`src/rtl/lpht_pkg.sv`:
```
// shared types and constants for the linear probing hash table
`default_nettype none

package lpht_pkg;

  localparam int TABLE_DEPTH_DEF = 16;
  localparam logic [4:0] DIVISOR_RESET = 5'd11;

  localparam logic [1:0] CMD_INSERT = 2'd0;
  localparam logic [1:0] CMD_SEARCH = 2'd1;
  localparam logic [1:0] CMD_DELETE = 2'd2;

  localparam logic [1:0] ST_DONE      = 2'd0;
  localparam logic [1:0] ST_NOT_FOUND = 2'd1;
  localparam logic [1:0] ST_DUPLICATE = 2'd2;
  localparam logic [1:0] ST_FULL      = 2'd3;

  typedef struct packed {
    logic [1:0]  command;
    logic [31:0] key;
  } in_item_t;

  typedef struct packed {
    logic [1:0]  status;
    logic [31:0] found_key;
    logic [3:0]  slot;
  } out_item_t;

  typedef struct packed {
    logic load;
    logic probe_init;
    logic probe_step;
    logic commit;
  } ctrl_cmd_t;

  typedef struct packed {
    logic rem_done;
    logic probe_stop;
  } dp_status_t;

endpackage

`default_nettype wire

```
`src/rtl/linear_probe_hash_table_unit.sv`:
```
// top level of the linear probing hash table
//
// channel   dir  handshake             payload
// in        in   in_valid / in_ready   in_data   (command, key)
// out       out  out_valid / out_ready out_data  (status, found_key, slot)
// cfg       in   cfg_we                cfg_data  (divisor, 5 bits)
//
// one request at a time: accept, then key modulo divisor
// (4 key bits a cycle), then a probe over at most d slots, then commit
// the probe reads one slot a cycle, so the active slot count d sets the spread
// rst is synchronous: all slots empty, divisor 11, no result pending
// a new request is taken while the last result waits; the commit holds until it transfers
`default_nettype none

module linear_probe_hash_table_unit #(
  parameter int TABLE_DEPTH = lpht_pkg::TABLE_DEPTH_DEF
) (
  input  wire logic                clk,
  input  wire logic                rst,
  input  wire logic                in_valid,
  output logic                     in_ready,
  input  wire lpht_pkg::in_item_t  in_data,
  output logic                     out_valid,
  input  wire logic                out_ready,
  output lpht_pkg::out_item_t      out_data,
  input  wire logic                cfg_we,
  input  wire logic [4:0]          cfg_data
);

  lpht_pkg::ctrl_cmd_t  cmd;
  lpht_pkg::dp_status_t sts;

  lpht_ctrl u_ctrl (
    .clk       (clk),
    .rst       (rst),
    .in_valid  (in_valid),
    .in_ready  (in_ready),
    .out_valid (out_valid),
    .out_ready (out_ready),
    .sts       (sts),
    .cmd       (cmd)
  );

  lpht_dp #(
    .TABLE_DEPTH (TABLE_DEPTH)
  ) u_dp (
    .clk      (clk),
    .rst      (rst),
    .cmd      (cmd),
    .sts      (sts),
    .cfg_we   (cfg_we),
    .cfg_data (cfg_data),
    .in_data  (in_data),
    .out_data (out_data)
  );

endmodule

`default_nettype wire

```
`src/rtl/lpht_rem.sv`:
```
// iterative key modulo divisor unit, four quotient bits per cycle
`default_nettype none

module lpht_rem (
  input  wire logic        clk,
  input  wire logic        rst,
  input  wire logic        start,
  input  wire logic [31:0] key,
  input  wire logic [4:0]  d,
  output logic             done,
  output logic [4:0]       rem
);

  localparam int RADIX_BITS = 4;
  localparam int STEPS      = 32 / RADIX_BITS;
  localparam int CW         = $clog2(STEPS);

  logic          busy;
  logic [CW-1:0] cnt;
  logic [31:0]   shreg;
  logic [4:0]    rem_step;

  // restoring steps: partial remainder stays below d, so six bits hold the shifted value
  always_comb begin
    logic [5:0] t;
    logic [4:0] r_v;
    r_v = rem;
    for (int i = 0; i < RADIX_BITS; i++) begin
      t = {r_v, shreg[31 - i]};
      if (t >= {1'b0, d}) begin
        t = t - {1'b0, d};
      end
      r_v = t[4:0];
    end
    rem_step = r_v;
  end

  always_ff @(posedge clk) begin
    if (rst) begin
      busy <= 1'b0;
      done <= 1'b0;
      cnt  <= '0;
    end else begin
      done <= 1'b0;
      if (start) begin
        busy <= 1'b1;
        cnt  <= '0;
      end else if (busy) begin
        cnt <= cnt + CW'(1);
        if (cnt == CW'(STEPS - 1)) begin
          busy <= 1'b0;
          done <= 1'b1;
        end
      end
    end
  end

  always_ff @(posedge clk) begin
    if (start) begin
      rem   <= '0;
      shreg <= key;
    end else if (busy) begin
      rem   <= rem_step;
      shreg <= shreg << RADIX_BITS;
    end
  end

endmodule

`default_nettype wire

```
`src/rtl/lpht_dp.sv`:
```
// datapath: divisor register, request latch, probe index, key store and empty flags
`default_nettype none

module lpht_dp #(
  parameter int TABLE_DEPTH = lpht_pkg::TABLE_DEPTH_DEF
) (
  input  wire logic                 clk,
  input  wire logic                 rst,
  input  wire lpht_pkg::ctrl_cmd_t  cmd,
  output lpht_pkg::dp_status_t      sts,
  input  wire logic                 cfg_we,
  input  wire logic [4:0]           cfg_data,
  input  wire lpht_pkg::in_item_t   in_data,
  output lpht_pkg::out_item_t       out_data
);

  // a 5-bit divisor never reaches slots above 30
  localparam int USED_DEPTH = (TABLE_DEPTH < 31) ? TABLE_DEPTH : 31;
  localparam int IW         = $clog2(USED_DEPTH);

  logic [4:0]            divisor;
  logic [4:0]            d;
  lpht_pkg::in_item_t    req;
  logic [IW-1:0]         home;
  logic [IW-1:0]         j;
  logic [IW-1:0]         j_inc;
  logic [4:0]            n;
  logic [31:0]           key_store [USED_DEPTH];
  logic [USED_DEPTH-1:0] slot_empty;
  logic                  rem_done;
  logic [4:0]            rem_value;
  logic                  cur_empty;
  logic                  cur_match;
  logic                  hit;
  logic                  last;
  lpht_pkg::out_item_t   res;

  // clamp the divisor to 1..TABLE_DEPTH
  always_comb begin
    if (divisor == 5'd0) begin
      d = 5'd1;
    end else if (32'(divisor) > TABLE_DEPTH) begin
      d = 5'(TABLE_DEPTH);
    end else begin
      d = divisor;
    end
  end

  lpht_rem u_rem (
    .clk   (clk),
    .rst   (rst),
    .start (cmd.load),
    .key   (in_data.key),
    .d     (d),
    .done  (rem_done),
    .rem   (rem_value)
  );

  assign cur_empty = slot_empty[j];
  assign cur_match = (key_store[j] == req.key);
  assign hit       = !cur_empty && cur_match;
  assign last      = (n == d - 5'd1);
  assign j_inc     = (6'(j) + 6'd1 == 6'(d)) ? '0 : j + IW'(1);

  assign sts.rem_done   = rem_done;
  assign sts.probe_stop = cur_empty || cur_match || last;

  always_ff @(posedge clk) begin
    if (rst) begin
      divisor <= lpht_pkg::DIVISOR_RESET;
    end else if (cfg_we) begin
      divisor <= cfg_data;
    end
  end

  always_ff @(posedge clk) begin
    if (cmd.load) begin
      req <= in_data;
    end
    if (cmd.probe_init) begin
      home <= IW'(rem_value);
      j    <= IW'(rem_value);
      n    <= '0;
    end else if (cmd.probe_step) begin
      if (!(cur_empty || cur_match)) begin
        // a full lap ends back on the home slot
        j <= last ? home : j_inc;
      end
      n <= n + 5'd1;
    end
  end

  always_comb begin
    res.status    = lpht_pkg::ST_NOT_FOUND;
    res.found_key = '0;
    res.slot      = 4'(j);
    case (req.command)
      lpht_pkg::CMD_INSERT: begin
        if (cur_empty) begin
          res.status = lpht_pkg::ST_DONE;
        end else if (cur_match) begin
          res.status = lpht_pkg::ST_DUPLICATE;
        end else begin
          res.status = lpht_pkg::ST_FULL;
        end
      end
      lpht_pkg::CMD_SEARCH: begin
        if (hit) begin
          res.status    = lpht_pkg::ST_DONE;
          res.found_key = req.key;
        end
      end
      lpht_pkg::CMD_DELETE: begin
        if (hit) begin
          res.status = lpht_pkg::ST_DONE;
        end
      end
      default: begin
        res.slot = '0;
      end
    endcase
  end

  always_ff @(posedge clk) begin
    if (cmd.commit) begin
      out_data <= res;
    end
  end

  always_ff @(posedge clk) begin
    if (cmd.commit && req.command == lpht_pkg::CMD_INSERT && cur_empty) begin
      key_store[j] <= req.key;
    end
  end

  always_ff @(posedge clk) begin
    if (rst) begin
      slot_empty <= '1;
    end else if (cmd.commit) begin
      if (req.command == lpht_pkg::CMD_INSERT && cur_empty) begin
        slot_empty[j] <= 1'b0;
      end else if (req.command == lpht_pkg::CMD_DELETE && hit) begin
        slot_empty[j] <= 1'b1;
      end
    end
  end

  a_probe_in_lap: assert property (@(posedge clk) disable iff (rst)
    cmd.probe_step |-> (n < d))
    else $error("probe count ran past one lap");

  a_insert_fills: assert property (@(posedge clk) disable iff (rst)
    (cmd.commit && req.command == lpht_pkg::CMD_INSERT && cur_empty)
    |=> !slot_empty[$past(j)])
    else $error("stored insert left its slot empty");

endmodule

`default_nettype wire

```
`src/rtl/lpht_ctrl.sv`:
```
// controller state machine: modulo, probe and commit sequencing, output valid
`default_nettype none

module lpht_ctrl (
  input  wire logic                 clk,
  input  wire logic                 rst,
  input  wire logic                 in_valid,
  output logic                      in_ready,
  output logic                      out_valid,
  input  wire logic                 out_ready,
  input  wire lpht_pkg::dp_status_t sts,
  output lpht_pkg::ctrl_cmd_t       cmd
);

  typedef enum logic [3:0] {
    S_IDLE  = 4'b0001,
    S_MOD   = 4'b0010,
    S_PROBE = 4'b0100,
    S_DONE  = 4'b1000
  } state_t;

  state_t state;
  state_t state_next;
  logic   out_free;

  assign in_ready = (state == S_IDLE);
  assign out_free = !out_valid || out_ready;

  always_comb begin
    state_next     = state;
    cmd.load       = 1'b0;
    cmd.probe_init = 1'b0;
    cmd.probe_step = 1'b0;
    cmd.commit     = 1'b0;
    unique case (state)
      S_IDLE: begin
        if (in_valid) begin
          cmd.load   = 1'b1;
          state_next = S_MOD;
        end
      end
      S_MOD: begin
        if (sts.rem_done) begin
          cmd.probe_init = 1'b1;
          state_next     = S_PROBE;
        end
      end
      S_PROBE: begin
        cmd.probe_step = 1'b1;
        if (sts.probe_stop) begin
          state_next = S_DONE;
        end
      end
      S_DONE: begin
        // wait until the result register is free
        if (out_free) begin
          cmd.commit = 1'b1;
          state_next = S_IDLE;
        end
      end
      default: begin
        state_next = S_IDLE;
      end
    endcase
  end

  always_ff @(posedge clk) begin
    if (rst) begin
      state     <= S_IDLE;
      out_valid <= 1'b0;
    end else begin
      state <= state_next;
      if (cmd.commit) begin
        out_valid <= 1'b1;
      end else if (out_ready) begin
        out_valid <= 1'b0;
      end
    end
  end

  a_commit_free: assert property (@(posedge clk) disable iff (rst)
    cmd.commit |-> (!out_valid || out_ready))
    else $error("result overwritten before transfer");

  a_load_to_mod: assert property (@(posedge clk) disable iff (rst)
    (in_valid && in_ready) |=> (state == S_MOD))
    else $error("accepted request did not start modulo");

  a_rem_in_mod: assert property (@(posedge clk) disable iff (rst)
    sts.rem_done |-> (state == S_MOD))
    else $error("modulo finished outside its state");

endmodule

`default_nettype wire

```
`config.mk`:
```
export PLATFORM = sky130hd
export DESIGN_NAME = linear_probe_hash_table_unit
export DESIGN_NICKNAME = d
export VERILOG_FILES = /design/src/rtl/lpht_pkg.sv /design/src/rtl/linear_probe_hash_table_unit.sv /design/src/rtl/lpht_rem.sv /design/src/rtl/lpht_dp.sv /design/src/rtl/lpht_ctrl.sv
export SDC_FILE = /design/constraint.sdc
export NUM_CORES = 1
export LEC_CHECK = 0
export ABC_AREA = 0
export BUFFER_PORTS_ARGS = -buffer_cell sky130_fd_sc_hd__buf_4
export CAP_MARGIN = 20
export CORE_ASPECT_RATIO = 1.25
export CORE_MARGIN = 3
export CORE_UTILIZATION = 45
export DETAILED_ROUTE_END_ITERATION = 10
export PLACE_DENSITY = 0.62
export SLEW_MARGIN = 20
export SYNTH_ARGS = -nofsm -noshare
export SYNTH_HDL_FRONTEND = slang
export SYNTH_SLANG_ARGS = --single-unit
```
`constraint.sdc`:
```
create_clock -name clk -period 6.16 [get_ports clk]
set_input_delay 0 -clock clk [delete_from_list [all_inputs] [get_ports clk]]
set_output_delay 0 -clock clk [all_outputs]
set_load 0.01 [all_outputs]
```
==> results.md, run 1 <==
* Status: finished, violations left
* Failing checks: negative setup slack
* Vias at 14812
* Master of the slowest instance on the critical path: ha_1
* Pre-antenna DRT Iters at 5
* CTS Buf Count at 59
* Worst Setup End Kind: register
* Ys flop type: edfxtp_1
* # fillers at 4659
* Top Layer Used: met4
* Synth Register Bits at 669
* Width of the chip at 227 µm
* Core Region at 0.0601 mm²
* Async SR Flop Fraction at 0%
* Initial antenna violation count at 0
* Area leader, netlist: edfxtp_1
* Required time of the critical path at 6.70 ns
* Top Ports at 84
* Worst hold slack at 0.109 ns
* Antenna cells at 0
* Syn Inst Count at 1579
* Worst skew pair latency at 0.62 ns
* Met3 wire len at 2870 µm
* Leakage Power at 11.2 nW
* Clk buf depth at 3
* Area of the multi-input gates at 0.00775 mm²
* Max VDD drop at 0.00152 V
* Share of cells above drive strength 1 at 23.1%
* Clock slew seen by the registers of the worst setup and hold paths at 0.07 ns
* IO buf count at 83
* GRT overflow at 0
* Post-Syn Area at 0.0275 mm²
* Commonest non-fill, non-tap cell in the layout: edfxtp_1
* Most frequent cells in the layout: edfxtp_1, buf_4, mux2i_1
* Clk root buf: clkbuf_16
* Power Density at 376 mW/mm²
* Worst Tran Pin Value at 1.10 ns
* Headroom to the max-slew limit at 26.5%
* Sink Count at 669
* Max Cap Viol at 0
* Crit path launch type: register
* Die height at 282 µm
* Max Slew Vio Count at 0
* Total wire length at 65600 µm
* Hold Path Class: input port to register
* DIE AREA at 0.0641 mm²
* Final Net Count at 1863
* Final core occ at 53.7%
* Setup violators final at 1
* H-tree levels at 2
* Starting Density at 45.8%
* RSZ-0062 raised after global routing: yes
* ANT nets after route at 0
* Sequential area share after synthesis at 71.4%
* Largest cells by area after synthesis: edfxtp_1, mux4_2, mux2i_1
* CP Class: register to register
* Met2 WL at 33900 µm
* Tmin final at 6.18 ns
* DP HPWL at 40000 µm
* CTS tree: built
* Max incr delay on CP at 0.36 ns
* Final GP Congestion at 0.806
* Total GRT Usage at 20.6%
* Post-synth top area share at 68.1%
* Arrival time worst endpoint at 6.73 ns
* Achievable clock frequency at 162 MHz
* Syn. warnings at 0
* Critical Path Fanout Max at 6
* Met1 WL at 27400 µm
* Crit share post-route at 100%
* Initial drt markers at 991
* Vias in the first global route at 15388
* Vias per cell at 5.70
* DRC at 0
* Syn-to-layout area delta at 17.2%
* Library cells used by synthesis at 68
* Final hold violation count at 0
* First-pass GRT wire length at 97900 µm
* Final setup margin at -0.0222 ns
* Pin count of the biggest net entering global routing at 73
* Syn avg cell area at 17.4 µm²
* Final Skew at 0.0177 ns
* Post-synth EDFFs at 624
* Post-Syn Nets at 1655
* Rows at 100
* Seq. cell area at 0.0197 mm²
* Routed length per instance at 25.3 µm
## critical path: cells and delay by family (launching register included)
kind	cells	cell delay, ns
compound gates	11	1.68
fa+ha+maj	5	1.36
mux	4	1.23
simple gates	6	0.96
buf+inv	5	0.56
flops	1	0.32
## layout make-up
| type | count | share of cell area, % |
|---|---|---|
| sequential | 669 | 61.0 |
| multi-input combinational | 808 | 24.0 |
| timing repair buffer | 218 | 5.55 |
| clock buffer | 71 | 4.82 |
| tap | 765 | 2.97 |
| clock inverter | 37 | 1.28 |
| inverter | 31 | 0.361 |
## power breakdown
group / switching [W] / internal [W]
combinational: 0.00144 / 0.00169
clock: 0.00162 / 0.00217
sequential: 0.000132 / 0.00508
total: 0.00319 / 0.00894
## cells in the mapped netlist, types with 14 or more instances
library cell,count
edfxtp_1,624
mux2i_1,139
nand2_1,111
mux4_2,92
xor2_1,55
dfxtp_1,45
and2_1,43
nor2_1,43
a21oi_1,32
xnor2_1,30
inv_1,29
ha_1,28
clkbuf_1,27
buf_2,25
a22oi_1,23
nor2b_1,21
o21ai_0,16
a221oi_1,14
buf_4,14
## metal layers
| layer | track usage (%) | vias up |
|---|---|---|
| li1 | - | 6608 |
| met1 | 27.0 | 7739 |
| met2 | 36.5 | 375 |
| met3 | 2.62 | 90 |
| met4 | 5.52 | 0 |
| met5 | 0 | - |
## registers in the layout, summed over array words and instances, names as in the netlist, named ones only
name,count
u_dp.divisor,5
u_dp.home,4
u_dp.n,5
u_dp.key_store,512
u_dp.j,4
u_dp.req,34
u_dp.out_data,38
u_dp.u_rem.cnt,3
u_dp.u_rem.shreg,32
u_ctrl.out_valid,1
u_dp.u_rem.busy,1
u_dp.u_rem.done,1
u_dp.u_rem.rem,5
u_ctrl.state,4
## cell families after synthesis
| family | share of synthesized area [%] |
|---|---|
| buffers and inverters | 1.78 |
| muxes | 13.0 |
| and+or+nand+nor | 5.33 |
| AOI/OAI and AO/OA | 4.18 |
| adders and majority gates | 1.56 |
| DFF | 71.4 |
| xor gates and xnor gates | 2.71 |
## worst paths after layout
check | start | to | slack (ns) | cells after the start
setup / recovery | u_dp.divisor[1] | u_dp.u_rem.rem[0] | -0.02 | 31
hold / removal | in_data[14] | u_dp.req[14] | 0.11 | 2
setup reg to reg | u_dp.divisor[1] | u_dp.u_rem.rem[0] | -0.02 | 31
hold reg to reg | register | register | 0.49 | 1
## timing repair
action                                  4_1_cts  5_1_grt
gates cloned                                  0        0
buffers inserted                             13        2
gates resized for setup                      18       29
endpoints found under the hold margin       100        0
endpoints found under the setup margin        5        5
pin swaps                                    22       17
hold buffers                                 50        0
## through the flow
stage | power [W] | setup TNS [ns] | instance area (µm²) | setup slack (ns) | cells
after floorplan | 0.00680 | 0 | 27500 | 0.00127 | 1579
final | 0.0121 | -0.0222 | 32200 | -0.0222 | 2599
after detailed placement | 0.00750 | -1.76 | 29400 | -0.403 | 2426
after global placement | 0.00740 | -0.720 | 29400 | -0.201 | 2426
after CTS | 0.0117 | 0 | 32100 | 0.00241 | 2597
after global routing | 0.0126 | -0.998 | 32200 | -0.256 | 2599
Power figures use the tool's default switching activity.
==> run 2: changes to the inputs <==
CORE_UTILIZATION = 56   (was 45)
PLACE_DENSITY = 0.75   (was 0.62)
==> run 2 against run 1 <==
Effect of this change:
- the flow still finishes with violations (negative setup slack)
- largest power group unchanged
- critical path depth stayed put
- cell area shrank 0.50%
- combinational power shrank 16%
- core utilization up 13 points
- sequential share of layout area increased by 0.31 points
- clock-buffer cell count fell by 3
- total power down 2.2%
- critical endpoint unchanged
==> results.md, run 2 (synthesis results as in run 1) <==
* Rows at 90 (-10%)
* Crit path launch type: register
* Biggest regs: u_dp.key_store (512), u_dp.out_data (38), u_dp.req (34)
* Routed length per instance at 26.0 µm (+2.8%)
* Tmin final at 6.38 ns (+0.201 ns)
* Arrival time worst endpoint at 6.96 ns (+0.23 ns)
* Core Region at 0.0484 mm² (-19%)
* IO buf count at 83 (unchanged)
* Commonest non-fill, non-tap cell in the layout: edfxtp_1
* Max VDD drop at 0.000617 V (-59%)
* Width of the chip at 204 µm (-10%)
* GRT overflow at 0 (unchanged)
* Top Ports at 84 (unchanged)
* DRC at 0 (unchanged)
* Biggest register: u_dp.key_store
* Headroom to the max-slew limit at 26.7% (+0.16 points)
* Clk buf depth at 3 (unchanged)
* Final Net Count at 1852 (-0.59%)
* Setup violators final at 5 (+4)
* Final GP Congestion at 0.849 (+5.3%)
* Worst Setup End Kind: register
* Crit share post-route at 104% (+3.3 points)
* DP HPWL at 37800 µm (-5.6%)
* Master of the slowest instance on the critical path: fa_2
* CTS tree: built
* Worst Tran Pin Value at 1.10 ns (-0.00235 ns)
* Failing checks: negative setup slack
* Pre-antenna DRT Iters at 5 (unchanged)
* Sink Count at 669 (unchanged)
* Leakage Power at 11.2 nW (-0.33%)
* DIE AREA at 0.0518 mm² (-19%)
* Syn-to-layout area delta at 16.6%
* Max Slew Vio Count at 0 (unchanged)
* Die height at 254 µm (-10%)
* # fillers at 3151 (-32%)
* ANT nets after route at 0 (unchanged)
* Clk root buf: clkbuf_16
* Vias in the first global route at 15649 (+1.7%)
* Final hold violation count at 0 (unchanged)
* Pin count of the biggest net entering global routing at 73 (unchanged)
* Clock slew seen by the registers of the worst setup and hold paths at 0.07 ns (about the same)
* Share of cells above drive strength 1 at 22.7% (-0.40 points)
* Max Cap Viol at 0 (unchanged)
* CTS Buf Count at 59 (unchanged)
* Max incr delay on CP at 0.35 ns (about the same)
* Final Skew at 0.0291 ns (+0.0114 ns)
* Worst skew pair latency at 0.65 ns (+0.03 ns)
* H-tree levels at 2 (unchanged)
* Most frequent cells in the layout: edfxtp_1, buf_4, mux2i_1
* Initial drt markers at 1426 (+44%)
* Initial antenna violation count at 0 (unchanged)
* Antenna cells at 0 (unchanged)
* Vias per cell at 6.13 (+7.5%)
* Total wire length at 64200 µm (-2.2%)
* Status: finished, violations left
* Required time of the critical path at 6.73 ns (+0.03 ns)
* Seq. cell area at 0.0197 mm² (unchanged)
* CP Class: register to register
* Vias at 15142 (+2.2%)
* Power Density at 370 mW/mm² (-1.8%)
* Achievable clock frequency at 157 MHz (-3.1%)
* Largest register FFs at 512 (unchanged)
* Area of the multi-input gates at 0.00766 mm² (-1.1%)
* RSZ-0062 raised after global routing: yes
* Final setup margin at -0.223 ns (-0.201 ns)
* Total GRT Usage at 25.0% (+4.4 points)
* First-pass GRT wire length at 96600 µm (-1.4%)
* Critical Path Fanout Max at 6 (unchanged)
* Hold Path Class: input port to register
* Design Power at 0.0119 W (-2.2%)
* Worst hold slack at 0.0971 ns (-0.0121 ns)
* Starting Density at 56.8% (+11 points)
==> run 2: cell count changes in the layout (fill, tap and decap cells not counted), moves of 2 or more <==
cell,before,now
buf_4,165,154
clkinvlp_4,0,6
bufinv_16,9,13
clkinv_1,15,12
a21oi_2,6,4
clkbuf_1,10,8
clkinv_2,11,9
clkinv_4,0,2
==> run 2: worst paths after layout <==
check	from	to	slack, ns	cells after the start
max	u_dp.divisor[1]	u_dp.u_rem.rem[0]	-0.22	31
min	in_data[0]	u_dp.req[0]	0.1	2
max reg2reg	u_dp.divisor[1]	u_dp.u_rem.rem[0]	-0.22	31
min reg2reg	register	register	0.50	1
==> run 2: repair_timing <==
item,CTS,global route
setup buffers,8,6
setup endpoints to repair,5,5
pin swaps,23,24
endpoints found under the hold margin,101,0
resized for setup,23,8
hold buffers,50,0
==> run 2: layer usage <==
metal / global-route usage [%] / vias to the layer above / part of all wire, %
li1: - / 6583 / -
met1: 33.1 / 7768 / 39
met2: 43.2 / 661 / 52
met3: 3.95 / 130 / 6.8
met4: 7.81 / 0 / 2.8
met5: 0 / - / 0
==> run 2: area by class of cell <==
| type | count | area share, % |
|---|---|---|
| clock buffers | 68 | 4.74 |
| clock inverters | 44 | 1.86 |
| inverters | 31 | 0.363 |
| multi-input cells | 808 | 23.9 |
| flip-flops and latches | 669 | 61.3 |
| well taps | 644 | 2.51 |
| repair buffers | 207 | 5.35 |
==> run 2: where the power goes <==
group / switching (W) / internal [W]
registers: 0.000141 / 0.00508
logic: 0.00130 / 0.00134
clock network: 0.00166 / 0.00233
==> run 2: worst max-delay path: cells and delay by family (launching register included) <==
kind | cells | cell delay, ns
DFF | 1 | 0.33
adders and majority gates | 5 | 1.35
and+or+nand+nor | 7 | 1.06
AOI/OAI and AO/OA | 13 | 2.15
buffers and inverters | 2 | 0.12
muxes | 4 | 1.31
==> run 2: through the flow <==
stage / worst slack (ns) / std cells / instance area [µm²] / setup TNS (ns) / util [%]
finish: -0.223 / 2471 / 32100 / -0.833 / 66.2
global route: -0.433 / 2471 / 32100 / -1.91 / 66.2
CTS: 0.00713 / 2465 / 32000 / 0 / 66.1
detailed placement: -0.644 / 2295 / 29200 / -2.93 / 60.3
global placement: -0.236 / 2295 / 29200 / -0.881 / 60.3
floorplan: 0.00127 / 1579 / 27500 / 0 / -
